**config.mk**
```make
export PLATFORM = sky130hd
export DESIGN_NAME = gain_tap_search_calibrator_unit_flat
export DESIGN_NICKNAME = d
export VERILOG_FILES = /design/src/design/gtsc_pkg.sv /design/src/design/gtsc_if.sv /design/src/design/gtsc_div.sv /design/src/design/gain_tap_search_calibrator_unit.sv /design/src/flat_wrapper.sv
export SDC_FILE = /design/constraint.sdc
export NUM_CORES = 1
export LEC_CHECK = 0
export BUFFER_PORTS_ARGS = -buffer_cell sky130_fd_sc_hd__buf_2
export CORE_MARGIN = 3
export CORE_UTILIZATION = 60
export CTS_CLUSTER_DIAMETER = 200
export DETAILED_ROUTE_END_ITERATION = 10
export GPL_ROUTABILITY_DRIVEN = 0
export PLACE_DENSITY = 0.81
export SLEW_MARGIN = 0
export SYNTH_ARGS = -nofsm -noshare
export SYNTH_HDL_FRONTEND = slang
export SYNTH_SLANG_ARGS = --single-unit
```
**constraint.sdc**
```tcl
create_clock -name clk -period 8.2 [get_ports clk]
set_input_delay 1.23 -clock clk [delete_from_list [all_inputs] [get_ports clk]]
set_output_delay 1.23 -clock clk [all_outputs]
set_load 0.005 [all_outputs]
```
**src/design/gtsc_pkg.sv**
```systemverilog
// ----------------------------------------------------------------------------
// gtsc_pkg: shared types and constants
// Op codes, search status codes, register indexes, sequencer states and field
// widths for the gain tap search calibrator.
// ----------------------------------------------------------------------------
package gtsc_pkg;

    localparam int SAMPLE_W  = 24;   // ADC reading / average
    localparam int SUM_W     = 40;   // sample accumulator
    localparam int COUNT_W   = 16;   // samples per average
    localparam int TIME_W    = 32;   // elapsed milliseconds
    localparam int TAP_W     = 8;    // digipot tap
    localparam int CFG_IDX_W = 3;
    localparam int CFG_DATA_W = 32;

    typedef enum logic [1:0] {
        OP_START  = 2'd0,
        OP_SAMPLE = 2'd1,
        OP_TICK   = 2'd2,
        OP_NONE   = 2'd3
    } op_t;

    typedef enum logic [1:0] {
        MODE_IDLE   = 2'd0,
        MODE_SEARCH = 2'd1,
        MODE_DONE   = 2'd2,
        MODE_FAIL   = 2'd3
    } mode_t;

    typedef enum logic [CFG_IDX_W-1:0] {
        REG_TARGET_MIN  = 3'd0,
        REG_TARGET_MAX  = 3'd1,
        REG_SAMPLES     = 3'd2,
        REG_TIMEOUT     = 3'd3,
        REG_FIRST_TAP   = 3'd4,
        REG_TAP_INCR    = 3'd5
    } cfg_reg_t;

    typedef enum logic {
        SEQ_IDLE = 1'b0,
        SEQ_DIV  = 1'b1
    } seq_state_t;

endpackage

```
**src/design/gtsc_if.sv**
```systemverilog
// ----------------------------------------------------------------------------
// gtsc_if: command and result channels
// Valid/ready channels carrying one command or one result per transaction.
// ----------------------------------------------------------------------------
interface gtsc_cmd_if;
    logic                                   valid;
    logic                                   ready;
    logic [1:0]                             op;
    logic signed [gtsc_pkg::SAMPLE_W-1:0]   adc_value;
    logic                                   sample_ok;

    modport source (output valid, output op, output adc_value, output sample_ok,
                    input ready);
    modport sink   (input valid, input op, input adc_value, input sample_ok,
                    output ready);
endinterface

interface gtsc_res_if;
    logic                                   valid;
    logic                                   ready;
    logic [1:0]                             search_status;
    logic [gtsc_pkg::TAP_W-1:0]             tap_now;
    logic                                   tap_write;
    logic signed [gtsc_pkg::SAMPLE_W-1:0]   average_value;
    logic                                   average_done;

    modport source (output valid, output search_status, output tap_now,
                    output tap_write, output average_value, output average_done,
                    input ready);
    modport sink   (input valid, input search_status, input tap_now,
                    input tap_write, input average_value, input average_done,
                    output ready);
endinterface

```
**src/design/gtsc_div.sv**
```systemverilog
// ----------------------------------------------------------------------------
// gtsc_div: serial signed-by-unsigned divider
// Restoring division, one quotient bit per cycle, truncating toward zero.
// ----------------------------------------------------------------------------
module gtsc_div
(
    input  logic                                  clk,
    input  logic                                  rst_n,
    input  logic                                  start,
    input  logic signed [gtsc_pkg::SUM_W-1:0]     dividend,
    input  logic [gtsc_pkg::COUNT_W-1:0]          divisor,
    output logic                                  done,
    output logic signed [gtsc_pkg::SAMPLE_W-1:0]  quotient
);

    localparam int STEPS = gtsc_pkg::SUM_W;
    localparam int CNT_W = $clog2(STEPS);
    localparam int DW    = gtsc_pkg::SUM_W;
    localparam int VW    = gtsc_pkg::COUNT_W;
    localparam int QW    = gtsc_pkg::SAMPLE_W;

    logic             busy_reg, busy_next;
    logic             done_reg, done_next;
    logic [CNT_W-1:0] cnt_reg, cnt_next;
    logic             neg_reg, neg_next;
    logic [DW-1:0]    dq_reg, dq_next;
    logic [VW-1:0]    rem_reg, rem_next;
    logic [VW-1:0]    dvs_reg, dvs_next;
    logic [VW:0]      rem_sh;
    logic [VW:0]      rem_sub;
    logic             ge;

    assign rem_sh  = {rem_reg, dq_reg[DW-1]};
    assign rem_sub = rem_sh - {1'b0, dvs_reg};
    assign ge      = rem_sh >= {1'b0, dvs_reg};

    always_comb
    begin
        busy_next = busy_reg;
        done_next = 1'b0;
        cnt_next  = cnt_reg;
        neg_next  = neg_reg;
        dq_next   = dq_reg;
        rem_next  = rem_reg;
        dvs_next  = dvs_reg;
        if (start)
        begin
            busy_next = 1'b1;
            cnt_next  = '0;
            neg_next  = dividend[DW-1];
            dq_next   = dividend[DW-1] ? DW'(-dividend) : DW'(dividend);
            rem_next  = '0;
            dvs_next  = divisor;
        end
        else if (busy_reg)
        begin
            rem_next = ge ? rem_sub[VW-1:0] : rem_sh[VW-1:0];
            dq_next  = {dq_reg[DW-2:0], ge};
            cnt_next = cnt_reg + 1'b1;
            if (cnt_reg == CNT_W'(STEPS - 1))
            begin
                busy_next = 1'b0;
                done_next = 1'b1;
            end
        end
    end

    always_ff @(posedge clk or negedge rst_n)
    begin
        if (!rst_n)
        begin
            busy_reg <= 1'b0;
            done_reg <= 1'b0;
            cnt_reg  <= '0;
        end
        else
        begin
            busy_reg <= busy_next;
            done_reg <= done_next;
            cnt_reg  <= cnt_next;
        end
    end

    always_ff @(posedge clk)
    begin
        neg_reg <= neg_next;
        dq_reg  <= dq_next;
        rem_reg <= rem_next;
        dvs_reg <= dvs_next;
    end

    // Quotient magnitude never exceeds 2^23, so the low bits carry it whole.
    assign done     = done_reg;
    assign quotient = neg_reg ? -$signed(dq_reg[QW-1:0]) : $signed(dq_reg[QW-1:0]);

endmodule

```
**src/design/gain_tap_search_calibrator_unit.sv**
```systemverilog
// ----------------------------------------------------------------------------
// gain_tap_search_calibrator_unit: digipot gain tap search
// Steps a digipot tap until the averaged ADC reading lands in a target window.
// ----------------------------------------------------------------------------
// Usage:
//   cmd carries one command per transaction: start search, ADC sample, or
//   one millisecond tick. res returns exactly one result per command: status,
//   current tap, a tap write request, the last average and an average flag.
//   Configuration is written through cfg_we/cfg_index/cfg_data while idle;
//   indexes beyond the register list are ignored.
// Latency and throughput:
//   Start, tick, plain samples and failed reads: result valid the cycle after
//   acceptance, one command per cycle while res keeps up.
//   The sample that completes an average runs the serial divider, one
//   quotient bit per cycle; its result is registered once the divider is
//   done, and cmd.ready stays low until then.
// Reset: search idle, tap 0, accumulator and timer cleared, registers at their
//   defaults; no clearing pass.
// Stall: one result register; while it is full and res.ready is low, cmd.ready
//   is low and nothing is lost.
// ----------------------------------------------------------------------------
module gain_tap_search_calibrator_unit
#(
    parameter int MAX_TAP = 255    // 1 .. 255
)
(
    input  logic                                  clk,
    input  logic                                  rst_n,
    input  logic                                  cfg_we,
    input  logic [gtsc_pkg::CFG_IDX_W-1:0]        cfg_index,
    input  logic [gtsc_pkg::CFG_DATA_W-1:0]       cfg_data,
    gtsc_cmd_if.sink                              cmd,
    gtsc_res_if.source                            res
);

    localparam int SW = gtsc_pkg::SAMPLE_W;
    localparam int AW = gtsc_pkg::SUM_W;
    localparam int NW = gtsc_pkg::COUNT_W;
    localparam int TW = gtsc_pkg::TIME_W;
    localparam int PW = gtsc_pkg::TAP_W;

    localparam logic [PW-1:0] MAX_TAP_P = PW'(MAX_TAP);
    localparam logic [PW:0]   MAX_TAP_X = (PW+1)'(MAX_TAP);

    // configuration
    logic signed [SW-1:0] tmin_reg, tmax_reg;
    logic [NW-1:0]        spa_reg;
    logic [TW-1:0]        tlim_reg;
    logic [PW-1:0]        ftap_reg, tinc_reg;

    // search state
    gtsc_pkg::seq_state_t state_reg, state_next;
    gtsc_pkg::mode_t      mode_reg, mode_next;
    logic [PW-1:0]        tap_reg, tap_next;
    logic signed [AW-1:0] sum_reg, sum_next;
    logic [NW-1:0]        cnt_reg, cnt_next;
    logic [TW-1:0]        ms_reg, ms_next;
    logic signed [SW-1:0] avg_reg, avg_next;

    // result register
    logic                 rvalid_reg;
    gtsc_pkg::mode_t      rmode_reg;
    logic [PW-1:0]        rtap_reg;
    logic                 rwrite_reg;
    logic signed [SW-1:0] ravg_reg;
    logic                 rdone_reg;

    logic                 accept;
    logic                 load_res;
    logic                 wr, dn;
    logic                 judge_en;
    logic signed [SW-1:0] avg_j;
    logic signed [AW-1:0] sum_add;
    logic [NW-1:0]        cnt_inc;
    logic [NW-1:0]        need;
    logic                 div_start;
    logic                 div_done;
    logic signed [SW-1:0] div_q;
    logic                 in_window, below;
    logic                 up_end, down_end, timed_out;
    logic [PW-1:0]        seed_tap;
    gtsc_pkg::op_t        op;

    assign op        = gtsc_pkg::op_t'(cmd.op);
    assign cmd.ready = (state_reg == gtsc_pkg::SEQ_IDLE) && (!rvalid_reg || res.ready);
    assign accept    = cmd.valid && cmd.ready;

    // ---------------- configuration writes ----------------
    always_ff @(posedge clk or negedge rst_n)
    begin
        if (!rst_n)
        begin
            tmin_reg <= '0;
            tmax_reg <= SW'(24'sh7FFFFF);
            spa_reg  <= NW'(16);
            tlim_reg <= TW'(1000);
            ftap_reg <= PW'(128);
            tinc_reg <= PW'(8);
        end
        else if (cfg_we)
        begin
            case (gtsc_pkg::cfg_reg_t'(cfg_index))
                gtsc_pkg::REG_TARGET_MIN: tmin_reg <= $signed(cfg_data[SW-1:0]);
                gtsc_pkg::REG_TARGET_MAX: tmax_reg <= $signed(cfg_data[SW-1:0]);
                gtsc_pkg::REG_SAMPLES:    spa_reg  <= cfg_data[NW-1:0];
                gtsc_pkg::REG_TIMEOUT:    tlim_reg <= cfg_data[TW-1:0];
                gtsc_pkg::REG_FIRST_TAP:  ftap_reg <= cfg_data[PW-1:0];
                gtsc_pkg::REG_TAP_INCR:   tinc_reg <= cfg_data[PW-1:0];
                default: ;
            endcase
        end
    end

    // ---------------- datapath helpers ----------------
    assign sum_add   = sum_reg + AW'(cmd.adc_value);
    assign cnt_inc   = cnt_reg + 1'b1;
    assign need      = (spa_reg == '0) ? NW'(1) : spa_reg;
    assign seed_tap  = (ftap_reg > MAX_TAP_P) ? MAX_TAP_P : ftap_reg;

    // trial verdict on the selected average
    assign in_window = (avg_j >= tmin_reg) && (avg_j <= tmax_reg);
    assign below     = avg_j < tmin_reg;
    assign up_end    = ({1'b0, tap_reg} + {1'b0, tinc_reg}) >= MAX_TAP_X;
    assign down_end  = tap_reg <= tinc_reg;
    assign timed_out = ms_reg > tlim_reg;

    // serial divider: sum / count on the closing sample
    gtsc_div u_div
    (
        .clk      (clk),
        .rst_n    (rst_n),
        .start    (div_start),
        .dividend (sum_add),
        .divisor  (cnt_inc),
        .done     (div_done),
        .quotient (div_q)
    );

    // ---------------- sequencer ----------------
    always_comb
    begin
        state_next = state_reg;
        mode_next  = mode_reg;
        tap_next   = tap_reg;
        sum_next   = sum_reg;
        cnt_next   = cnt_reg;
        ms_next    = ms_reg;
        avg_next   = avg_reg;
        wr         = 1'b0;
        dn         = 1'b0;
        judge_en   = 1'b0;
        avg_j      = '0;
        div_start  = 1'b0;
        load_res   = 1'b0;

        case (state_reg)
            gtsc_pkg::SEQ_IDLE:
            begin
                if (accept)
                begin
                    load_res = 1'b1;
                    case (op)
                        gtsc_pkg::OP_START:
                        begin
                            tap_next  = seed_tap;
                            ms_next   = '0;
                            sum_next  = '0;
                            cnt_next  = '0;
                            mode_next = gtsc_pkg::MODE_SEARCH;
                            wr        = 1'b1;
                        end
                        gtsc_pkg::OP_SAMPLE:
                        begin
                            if (mode_reg == gtsc_pkg::MODE_SEARCH)
                            begin
                                if (!cmd.sample_ok)
                                begin
                                    // failed read: judge at once with a zero average
                                    sum_next = '0;
                                    cnt_next = '0;
                                    dn       = 1'b1;
                                    judge_en = 1'b1;
                                end
                                else if (cnt_inc >= need)
                                begin
                                    sum_next   = '0;
                                    cnt_next   = '0;
                                    div_start  = 1'b1;
                                    load_res   = 1'b0;
                                    state_next = gtsc_pkg::SEQ_DIV;
                                end
                                else
                                begin
                                    sum_next = sum_add;
                                    cnt_next = cnt_inc;
                                end
                            end
                        end
                        gtsc_pkg::OP_TICK:
                        begin
                            if (ms_reg != '1)
                                ms_next = ms_reg + 1'b1;
                        end
                        default: ;
                    endcase
                end
            end
            gtsc_pkg::SEQ_DIV:
            begin
                if (div_done)
                begin
                    avg_j      = div_q;
                    dn         = 1'b1;
                    judge_en   = 1'b1;
                    load_res   = 1'b1;
                    state_next = gtsc_pkg::SEQ_IDLE;
                end
            end
            default: state_next = gtsc_pkg::SEQ_IDLE;
        endcase

        if (judge_en)
        begin
            avg_next = avg_j;
            if (in_window)
                mode_next = gtsc_pkg::MODE_DONE;
            else if (below ? up_end : down_end)
                mode_next = gtsc_pkg::MODE_FAIL;   // tap range exhausted
            else if (timed_out)
                mode_next = gtsc_pkg::MODE_FAIL;
            else
            begin
                tap_next = below ? tap_reg + tinc_reg : tap_reg - tinc_reg;
                wr       = 1'b1;
            end
        end
    end

    always_ff @(posedge clk or negedge rst_n)
    begin
        if (!rst_n)
        begin
            state_reg  <= gtsc_pkg::SEQ_IDLE;
            mode_reg   <= gtsc_pkg::MODE_IDLE;
            tap_reg    <= '0;
            sum_reg    <= '0;
            cnt_reg    <= '0;
            ms_reg     <= '0;
            avg_reg    <= '0;
            rvalid_reg <= 1'b0;
        end
        else
        begin
            state_reg <= state_next;
            mode_reg  <= mode_next;
            tap_reg   <= tap_next;
            sum_reg   <= sum_next;
            cnt_reg   <= cnt_next;
            ms_reg    <= ms_next;
            avg_reg   <= avg_next;
            if (load_res)
                rvalid_reg <= 1'b1;
            else if (res.ready)
                rvalid_reg <= 1'b0;
        end
    end

    // result payload, loaded with the post-update state
    always_ff @(posedge clk)
    begin
        if (load_res)
        begin
            rmode_reg  <= mode_next;
            rtap_reg   <= tap_next;
            rwrite_reg <= wr;
            ravg_reg   <= avg_next;
            rdone_reg  <= dn;
        end
    end

    assign res.valid         = rvalid_reg;
    assign res.search_status = rmode_reg;
    assign res.tap_now       = rtap_reg;
    assign res.tap_write     = rwrite_reg;
    assign res.average_value = ravg_reg;
    assign res.average_done  = rdone_reg;

    // ---------------- assertions ----------------
    // divider only reports while the sequencer waits on it
    assert property (@(posedge clk) disable iff (!rst_n)
        div_done |-> state_reg == gtsc_pkg::SEQ_DIV)
        else $error("divider done outside divide wait");

    // a pending division never overlaps a waiting result
    assert property (@(posedge clk) disable iff (!rst_n)
        state_reg == gtsc_pkg::SEQ_DIV |-> !rvalid_reg)
        else $error("result register busy during division");

    // a start yields a searching result with a tap write
    assert property (@(posedge clk) disable iff (!rst_n)
        accept && op == gtsc_pkg::OP_START |=>
            rvalid_reg && rwrite_reg && rmode_reg == gtsc_pkg::MODE_SEARCH)
        else $error("start did not request a tap write");

    // tap never leaves the legal range
    assert property (@(posedge clk) disable iff (!rst_n)
        tap_reg <= MAX_TAP_P)
        else $error("tap above maximum");

    // the closing sample enters the divide wait with no result pending
    assert property (@(posedge clk) disable iff (!rst_n)
        div_start |=> state_reg == gtsc_pkg::SEQ_DIV && !rvalid_reg)
        else $error("division start without divide wait");

endmodule

```
**src/flat_wrapper.sv**
```systemverilog
// flat-port wrapper written by rule: the top's interface ports become plain ports
module gain_tap_search_calibrator_unit_flat 
#(
    parameter int MAX_TAP = 255               
)
  (clk, rst_n, cfg_we, cfg_index, cfg_data, cmd_valid, cmd_op, cmd_adc_value, cmd_sample_ok, cmd_ready, res_valid, res_search_status, res_tap_now, res_tap_write, res_average_value, res_average_done, res_ready);
  gtsc_cmd_if cmd_i ();
  gtsc_res_if res_i ();
  input  logic clk;
  input  logic rst_n;
  input  logic cfg_we;
  input  logic [gtsc_pkg::CFG_IDX_W-1:0] cfg_index;
  input  logic [gtsc_pkg::CFG_DATA_W-1:0] cfg_data;
  input wire logic [$bits(cmd_i.valid)-1:0] cmd_valid;
  input wire logic [$bits(cmd_i.op)-1:0] cmd_op;
  input wire logic [$bits(cmd_i.adc_value)-1:0] cmd_adc_value;
  input wire logic [$bits(cmd_i.sample_ok)-1:0] cmd_sample_ok;
  output wire logic [$bits(cmd_i.ready)-1:0] cmd_ready;
  output wire logic [$bits(res_i.valid)-1:0] res_valid;
  output wire logic [$bits(res_i.search_status)-1:0] res_search_status;
  output wire logic [$bits(res_i.tap_now)-1:0] res_tap_now;
  output wire logic [$bits(res_i.tap_write)-1:0] res_tap_write;
  output wire logic [$bits(res_i.average_value)-1:0] res_average_value;
  output wire logic [$bits(res_i.average_done)-1:0] res_average_done;
  input wire logic [$bits(res_i.ready)-1:0] res_ready;
  assign cmd_i.valid = cmd_valid;
  assign cmd_i.op = cmd_op;
  assign cmd_i.adc_value = cmd_adc_value;
  assign cmd_i.sample_ok = cmd_sample_ok;
  assign cmd_ready = cmd_i.ready;
  assign res_valid = res_i.valid;
  assign res_search_status = res_i.search_status;
  assign res_tap_now = res_i.tap_now;
  assign res_tap_write = res_i.tap_write;
  assign res_average_value = res_i.average_value;
  assign res_average_done = res_i.average_done;
  assign res_i.ready = res_ready;
  gain_tap_search_calibrator_unit #(.MAX_TAP(MAX_TAP)) u_core (.clk(clk), .rst_n(rst_n), .cfg_we(cfg_we), .cfg_index(cfg_index), .cfg_data(cfg_data), .cmd(cmd_i), .res(res_i));
endmodule
```
==> results.md, run 1 <==
- R2R Path Start: u_core.u_div.dq_reg[0]
- GRT busiest layer: met2
- CTS Sinks: 353
- IO Count: 105
- Syn Nets: 2498
- Worst-path clk slew: 60 ps
- CTS tree: built
- Vias: 17790
- Post-synth top area share: 0.247
- Worst Setup End Kind: register
- Drt total wl: 55300 µm
- GRT Overall Usage: 0.285
- FF-to-FF setup slack: 2270 ps
- Maximum number of pins on one net before global-route repair: 109
- Die area: 38200 µm²
- FF-to-FF End: u_core.res.tap_write
- RSZ-0062 raised after global routing: false
- Final Non-Filler Cells: 2821
- Area contributors post-synth: dfrtp_1, edfxtp_1, ha_1
- Yosys warns: 0
- P_int: 3.67 mW
- Initial core utilization: 0.615
- Worst path arrival time: 6230 ps
- Hold Buf Count CTS: 0
- Max IR drop VDD: 0.251 mV
- Post-DP HPWL: 40000 µm
- Post-synth EDFFs: 93
- CP endpoint: u_core.res.tap_write
- Final TNS setup: 0 ps
- Pleak: 11.1 nW
- Peak fanout along the critical path: 11
- Ys flop type: dfrtp_1
- GR Overflow Total: 0
- Crit path cell chain: inv_1 -> nand2_1 -> or4_1 -> or2_2 -> or3_1 -> nor2_1 -> nand2_1 -> o41ai_1 -> xor2_1 -> nor2_1 -> ha_1 -> and4_1 -> or3b_2 -> or3_1 -> o21ai_0 -> mux2i_1 -> buf_4 -> mux2i_1 -> nor4_2 -> buf_4 -> or2_2
- Switching share of power: 0.298
- GRT met2 Usage: 0.488
- P&R area growth vs syn: 11.0%
- Share of layout cells above drive strength 1: 0.133
- Tightest Pin Transition: 1100 ps
- CTS max path bufs: 3
- Met1 usage: 0.375
- Crit path max-delay cell type: or3b_2
- Met3 Resource Use GR: 0.0338
- Worst Setup SP: u_core.u_div.dq_reg[0]
- Tcrit/Tclk final: 0.723
- Root buffer cell: clkbuf_16
- Power share of the clock group: 0.360
- H-tree depth: 2
- CP max stage delay: 480 ps
- Worst Path Class, Setup: reg2reg
- Status: finished clean
- Post-synthesis cell count: 2255
- Cells after DPL: 2749
- Hold Path Class: reg2reg
- Number of diodes: 0
- Cell Area, Synth: 21500 µm²
- Buffers on Ports: 104
- Pwr Density: 219 nW/µm²
- WL/cell: 19.6 µm
- Max Fclk: 169 MHz
- Clock Latency Late Sink: 550 ps
- Max-capacitance violation count: 0
- Post-route DRC: 0
- CTS Buf Count: 40
- Sw Pwr: 1.56 mW
- Post-CTS sizing: 0
- Row cnt: 68
- Drt via density: 6.31
- Final setup fails: 0
- Reg2reg path depth: 21
- Relative slew slack: 0.259
- Syn Area/Cell: 9.54 µm²
- Required @ worst endpoint: 8490 ps
- Core area: 35000 µm²
- Synth async-reset ratio: 0.691
- DRT Pass-1 Iters: 5
- First-pass GRT wire length: 89600 µm
- Tmin final: 5930 ps
- Vias in the first global route: 17646
- Leading area contributor after synthesis: dfrtp_1
- First DRT Iteration DRCs: 1323
- Netlist cell types: 81
- Die Wd: 195 µm
- Initial antenna violation count: 0
- FF+latch count, synth: 353
- Sequential fraction of the synthesis area: 0.430
- Final antenna-violating net count: 0
- Fin nets: 2579
- Startpoint type of the worst setup path: register
- Logic gate share of total power: 0.230
- Endpoints failing hold: 0
- Setup bufs post-CTS: 0
- Pins Over Slew Limit: 0
- Die Ht: 195 µm
- Seq pwr share: 0.410
- Clk_skew: 23.1 ps
[critical path, delay by kind of cell, from the launching register on]
family	cells	cell delay (ps)
compound gates	2	660
xor+xnor	1	230
fa+ha+maj	1	360
buf+inv	3	570
flops	1	440
mux	2	500
simple gates	12	2940
[kinds of logic after synthesis]
logic type      count (synthesis)  synth area share
mux                            86            0.0431
flops                         353             0.430
compound gates                574             0.169
fa+ha+maj                     176             0.104
xor+xnor                      122            0.0497
simple gates                  702             0.161
buf+inv                       242            0.0428
[cells in the final DEF, fill, tap and decap left out, drive strengths merged, types with 33 or more instances in the layout]
cell type,instances
nand2,218
dfrtp,212
o21ai,203
ha,172
inv,157
nor2,151
buf,125
a21oi,111
edfxtp,93
a21o,74
xor2,69
clkbuf,59
nand3,56
mux2,54
xnor2,53
nor3,52
nand4,38
or3,33
[metrics by stage]
step                 util  hold slack (ps)  total power, mW  setup WS (ps)  area [µm²]
floorplan               -              438             3.00           2200       21500
global placement    0.644              455             3.29           2580       22500
detailed placement  0.644              460             3.35           2450       22500
CTS                 0.683              474             5.23           2310       23900
global route        0.683              484             5.47           1930       23900
finish              0.683              470             5.22           2270       23900
[metal layers]
layer  vias to the layer above  routed length (µm)
li1                       8298                   -
met1                      8668               22900
met2                       672               26900
met3                       152                3490
met4                         0                2080
met5                         -                   0
[worst min path at each step]
stage                             startpoint                  to  slack [ps]  depth (start not counted)
after floorplan            u_core.avg_reg[0]   u_core.avg_reg[0]         440                          2
after global placement     u_core.avg_reg[4]   u_core.avg_reg[4]         450                          1
after detailed placement   u_core.avg_reg[3]   u_core.avg_reg[3]         460                          1
after CTS                  u_core.avg_reg[3]   u_core.avg_reg[3]         470                          1
after global routing      u_core.avg_reg[14]  u_core.avg_reg[14]         480                          1
final                      u_core.avg_reg[3]   u_core.avg_reg[3]         470                          1
[power by group through the flow]
stage	clock network [mW]	registers, mW	logic (mW)
4_1_cts	1.90	2.14	1.19
2_1_floorplan	0	2.14	0.863
3_3_place_gp	0	2.16	1.13
5_1_grt	1.97	2.16	1.35
6_report	1.88	2.14	1.20
3_5_place_dp	0	2.17	1.18
[final cells by class]
class | instances | area, µm²
multi-input combinational | 1660 | 11400
fill | 2651 | 11100
sequential | 353 | 9260
clock buffer | 59 | 1160
timing repair buffer | 125 | 688
inverter | 156 | 586
tap | 455 | 569
clock inverter | 13 | 211
[cells in the mapped netlist, types with 38 or more instances]
library cell	instances
a21o_1	74
a21oi_1	111
clkbuf_1	74
dfrtp_1	212
edfxtp_1	93
ha_1	172
inv_1	154
mux2_2	54
nand2_1	218
nand3_1	56
nand4_1	38
nor2_1	151
nor3_1	52
o21ai_0	203
xnor2_1	53
xor2_1	69
Power figures use the tool's default switching activity.
==> run 2, diff against run 1 <==
--- a/config.mk
+++ b/config.mk
@@ -5,9 +5,10 @@
 export SDC_FILE = /design/constraint.sdc
 export NUM_CORES = 1
 export LEC_CHECK = 0
+export ABC_AREA = 1
 export BUFFER_PORTS_ARGS = -buffer_cell sky130_fd_sc_hd__buf_2
 export CORE_MARGIN = 3
-export CORE_UTILIZATION = 60
+export CORE_UTILIZATION = 57
 export CTS_CLUSTER_DIAMETER = 200
 export DETAILED_ROUTE_END_ITERATION = 10
 export GPL_ROUTABILITY_DRIVEN = 0
==> constraint.sdc (replaced) <==
create_clock -name clk -period 5.01 [get_ports clk]
set_input_delay 0.7515 -clock clk [delete_from_list [all_inputs] [get_ports clk]]
set_output_delay 0.7515 -clock clk [all_outputs]
set_load 0.005 [all_outputs]
==> run 2 against run 1 <==
Synthesized area increased by 6.9%; final cell count up 30%; die area grew 12%; register-to-register slack got worse by 1900 ps; sequential power up 87%; largest power group unchanged; synthesized cell count up 34%; utilization decreased by 3.6 points; critical path depth grew 7; hold slack worse by 270 ps; cell area is 6.5% higher; critical endpoint is now u_core.res.tap_now[7].
==> results.md, run 2 <==
- Status: finished clean
- CTS Sinks: 353 (unchanged)
- First DRT Iteration DRCs: 1901 (+44%)
- Crit path max-delay family: simple AND/OR/NAND/NOR gates
- Top post-synthesis cells by count: nand2_1, inv_1, o21ai_0
- Die area: 42800 µm² (+12%)
- Pins Over Slew Limit: 0 (unchanged)
- Worst Setup End Kind: register
- Hold Buf Count CTS: 0 (unchanged)
- Die Wd: 207 µm (+5.9%)
- Clock Latency Late Sink: 570 ps (+20 ps)
- Worst-path clk slew: 60 ps (about the same)
- P_int: 6.62 mW (+81%)
- Endpoints failing hold: 0 (unchanged)
- Final TNS setup: 0 ps (unchanged)
- Logic gate share of total power: 0.352 (+0.122)
- Cell Area, Synth: 23000 µm² (+6.9%)
- Clk_skew: 29.0 ps (+5.89 ps)
- Sequential fraction of the synthesis area: 0.403 (-0.0277)
- Vias in the first global route: 20792 (+18%)
- IO Count: 105 (unchanged)
- Netlist cell types: 57 (-30%)
- Syn Nets: 3268 (+31%)
- Max IR drop VDD: 0.306 mV (+22%)
- Fin nets: 3373 (+31%)
- Initial antenna violation count: 0 (unchanged)
- Startpoint type of the worst setup path: register
- GRT Overall Usage: 0.295 (+0.0101)
- Setup ws final: 379 ps (-1890 ps)
- Commonest cells after routing, fill and taps aside: nand2_1, inv_1, o21ai_0
- Area contributors post-synth: dfrtp_1, nand2_1, edfxtp_1
- CP max stage delay: 420 ps (-60 ps)
- Critical path buffers and inverters: 4 (+1)
- Commonest non-fill, non-tap cell in the layout: nand2_1
- R2R Path Start: u_core.u_div.dq_reg[1]
- Drt via density: 5.78 (-8.4%)
- Pre-CTS setup slack: 382 ps (-2070 ps)
- Seq pwr share: 0.376 (-0.034)
- Reg2reg path depth: 28 (+33%)
- H-tree depth: 2 (unchanged)
- Power share of the clock group: 0.272 (-0.088)
- Initial core utilization: 0.585 (-0.0299)
- Pleak: 13.0 nW (+17%)
- Worst path arrival time: 4960 ps (-1270 ps)
- Max Fclk: 216 MHz (+28%)
- Drt total wl: 63000 µm (+14%)
- Crit path max-delay cell type: edfxtp_1
- Synth async-reset ratio: 0.691 (unchanged)
- Root buffer cell: clkbuf_16
- Cells after DPL: 3604 (+31%)
- WL/cell: 17.1 µm (-13%)
- P&R area growth vs syn: 10.6%
- Hold Path Class: in2async
- Relative slew slack: 0.294 (+0.0350)
- Tightest Pin Transition: 1060 ps (-39.7 ps)
- Max-capacitance violation count: 0 (unchanged)
- Worst Setup SP: u_core.u_div.dq_reg[1]
- Post-synth EDFFs: 93 (unchanged)
- Worst path depth: 28 (+33%)
- Required @ worst endpoint: 5340 ps (-3150 ps)
- Final Non-Filler Cells: 3679 (+30%)
- Most frequent cell after synthesis: nand2_1
- Tcrit/Tclk final: 0.924 (+0.201)
- Post-route DRC: 0 (unchanged)
- Sw Pwr: 4.03 mW (+160%)
- Tmin final: 4630 ps (-1300 ps)
- Syn Area/Cell: 7.60 µm² (-20%)
- Row cnt: 72 (+5.9%)
- Post-DP HPWL: 47100 µm (+18%)
- CTS tree: built
- CTS Buf Count: 39 (-2.5%)
- Final setup fails: 0 (unchanged)
- GR Overflow Total: 0 (unchanged)
- First-pass GRT wire length: 102000 µm (+13%)
- Die Ht: 207 µm (+5.9%)
- Buffers on Ports: 104 (unchanged)
- Final antenna-violating net count: 0 (unchanged)
- DRT Pass-1 Iters: 8 (+3)
- Switching share of power: 0.379 (+0.0802)
- CTS max path bufs: 3 (unchanged)
- Post-synthesis cell count: 3025 (+34%)
- Leading area contributor after synthesis: dfrtp_1
- Vias: 21256 (+19%)
- Maximum number of pins on one net before global-route repair: 98 (-10%)
- Number of diodes: 0 (unchanged)
- Peak fanout along the critical path: 13 (+2)
- FF+latch count, synth: 353 (unchanged)
- Share of layout cells above drive strength 1: 0.102 (-0.0312)
- Ys flop type: dfrtp_1
- Yosys warns: 0 (unchanged)
- Pwr Density: 419 nW/µm² (+91%)
- Worst Path Class, Setup: reg2reg
- Post-synth top area share: 0.231 (-0.0159)
- Core area: 39300 µm² (+12%)
==> run 2: power groups by stage <==
stage / logic (mW) / clock network (mW) / registers (mW)
2_1_floorplan: 2.70 / 0 / 3.93
3_3_place_gp: 3.49 / 0 / 4.01
3_5_place_dp: 3.64 / 0 / 4.03
4_1_cts: 3.68 / 2.94 / 3.99
5_1_grt: 4.22 / 3.05 / 4.06
6_report: 3.75 / 2.90 / 4.00
==> run 2: layer usage <==
| metal | wire length [µm] | global-route usage | part of all wire | vias up |
|---|---|---|---|---|
| li1 | - | - | - | 10114 |
| met1 | 24400 | 0.357 | 0.39 | 9907 |
| met2 | 30300 | 0.508 | 0.48 | 983 |
| met3 | 4700 | 0.0442 | 0.075 | 252 |
| met4 | 3590 | 0.159 | 0.057 | 0 |
| met5 | 0 | 0 | 0 | - |
==> run 2: worst paths after layout <==
kind / to / slack (ps)
worst min-delay path: u_core.u_div.cnt_reg[1] / 200
max in group asynchronous: u_core.sum_reg[35] / 3590
worst max-delay path: u_core.res.tap_now[7] / 380
worst max register to register: u_core.res.tap_now[7] / 380
min in group clk: u_core.tlim_reg[29] / 440
worst min register to register: u_core.avg_reg[8] / 470
==> run 2: metrics by stage <==
step                      total power [mW]  hold slack [ps]   util  instance area (µm²)
after floorplan                       6.63              425      -                23000
after global placement                7.50              453  0.613                24100
after detailed placement              7.67              463  0.613                24100
after CTS                             10.6              222  0.646                25400
after global routing                  11.3              254  0.647                25400
final                                 10.6              196  0.647                25400
==> run 2: logic make-up after synthesis <==
logic type	Yosys count	synth area share
xor gates and xnor gates	75	0.0286
buffers and inverters	507	0.0843
adders and majority gates	176	0.0971
and+or+nand+nor	1384	0.260
AOI/OAI and AO/OA	526	0.126
DFF	353	0.403
muxes	4	0.00174
==> run 2: repair_timing <==
action | CTS | global route
setup endpoints to repair | 0 | 17
setup buffers | 0 | 3
gates resized for setup | 0 | 5
==> run 2: cell type report <==
class	instances	area, µm²
well taps	518	648
repair buffers	130	726
inverters	441	1660
fillers	3233	13800
clock inverters	20	200
flip-flops and latches	353	9260
clock buffers	52	1090
multi-input cells	2165	11900
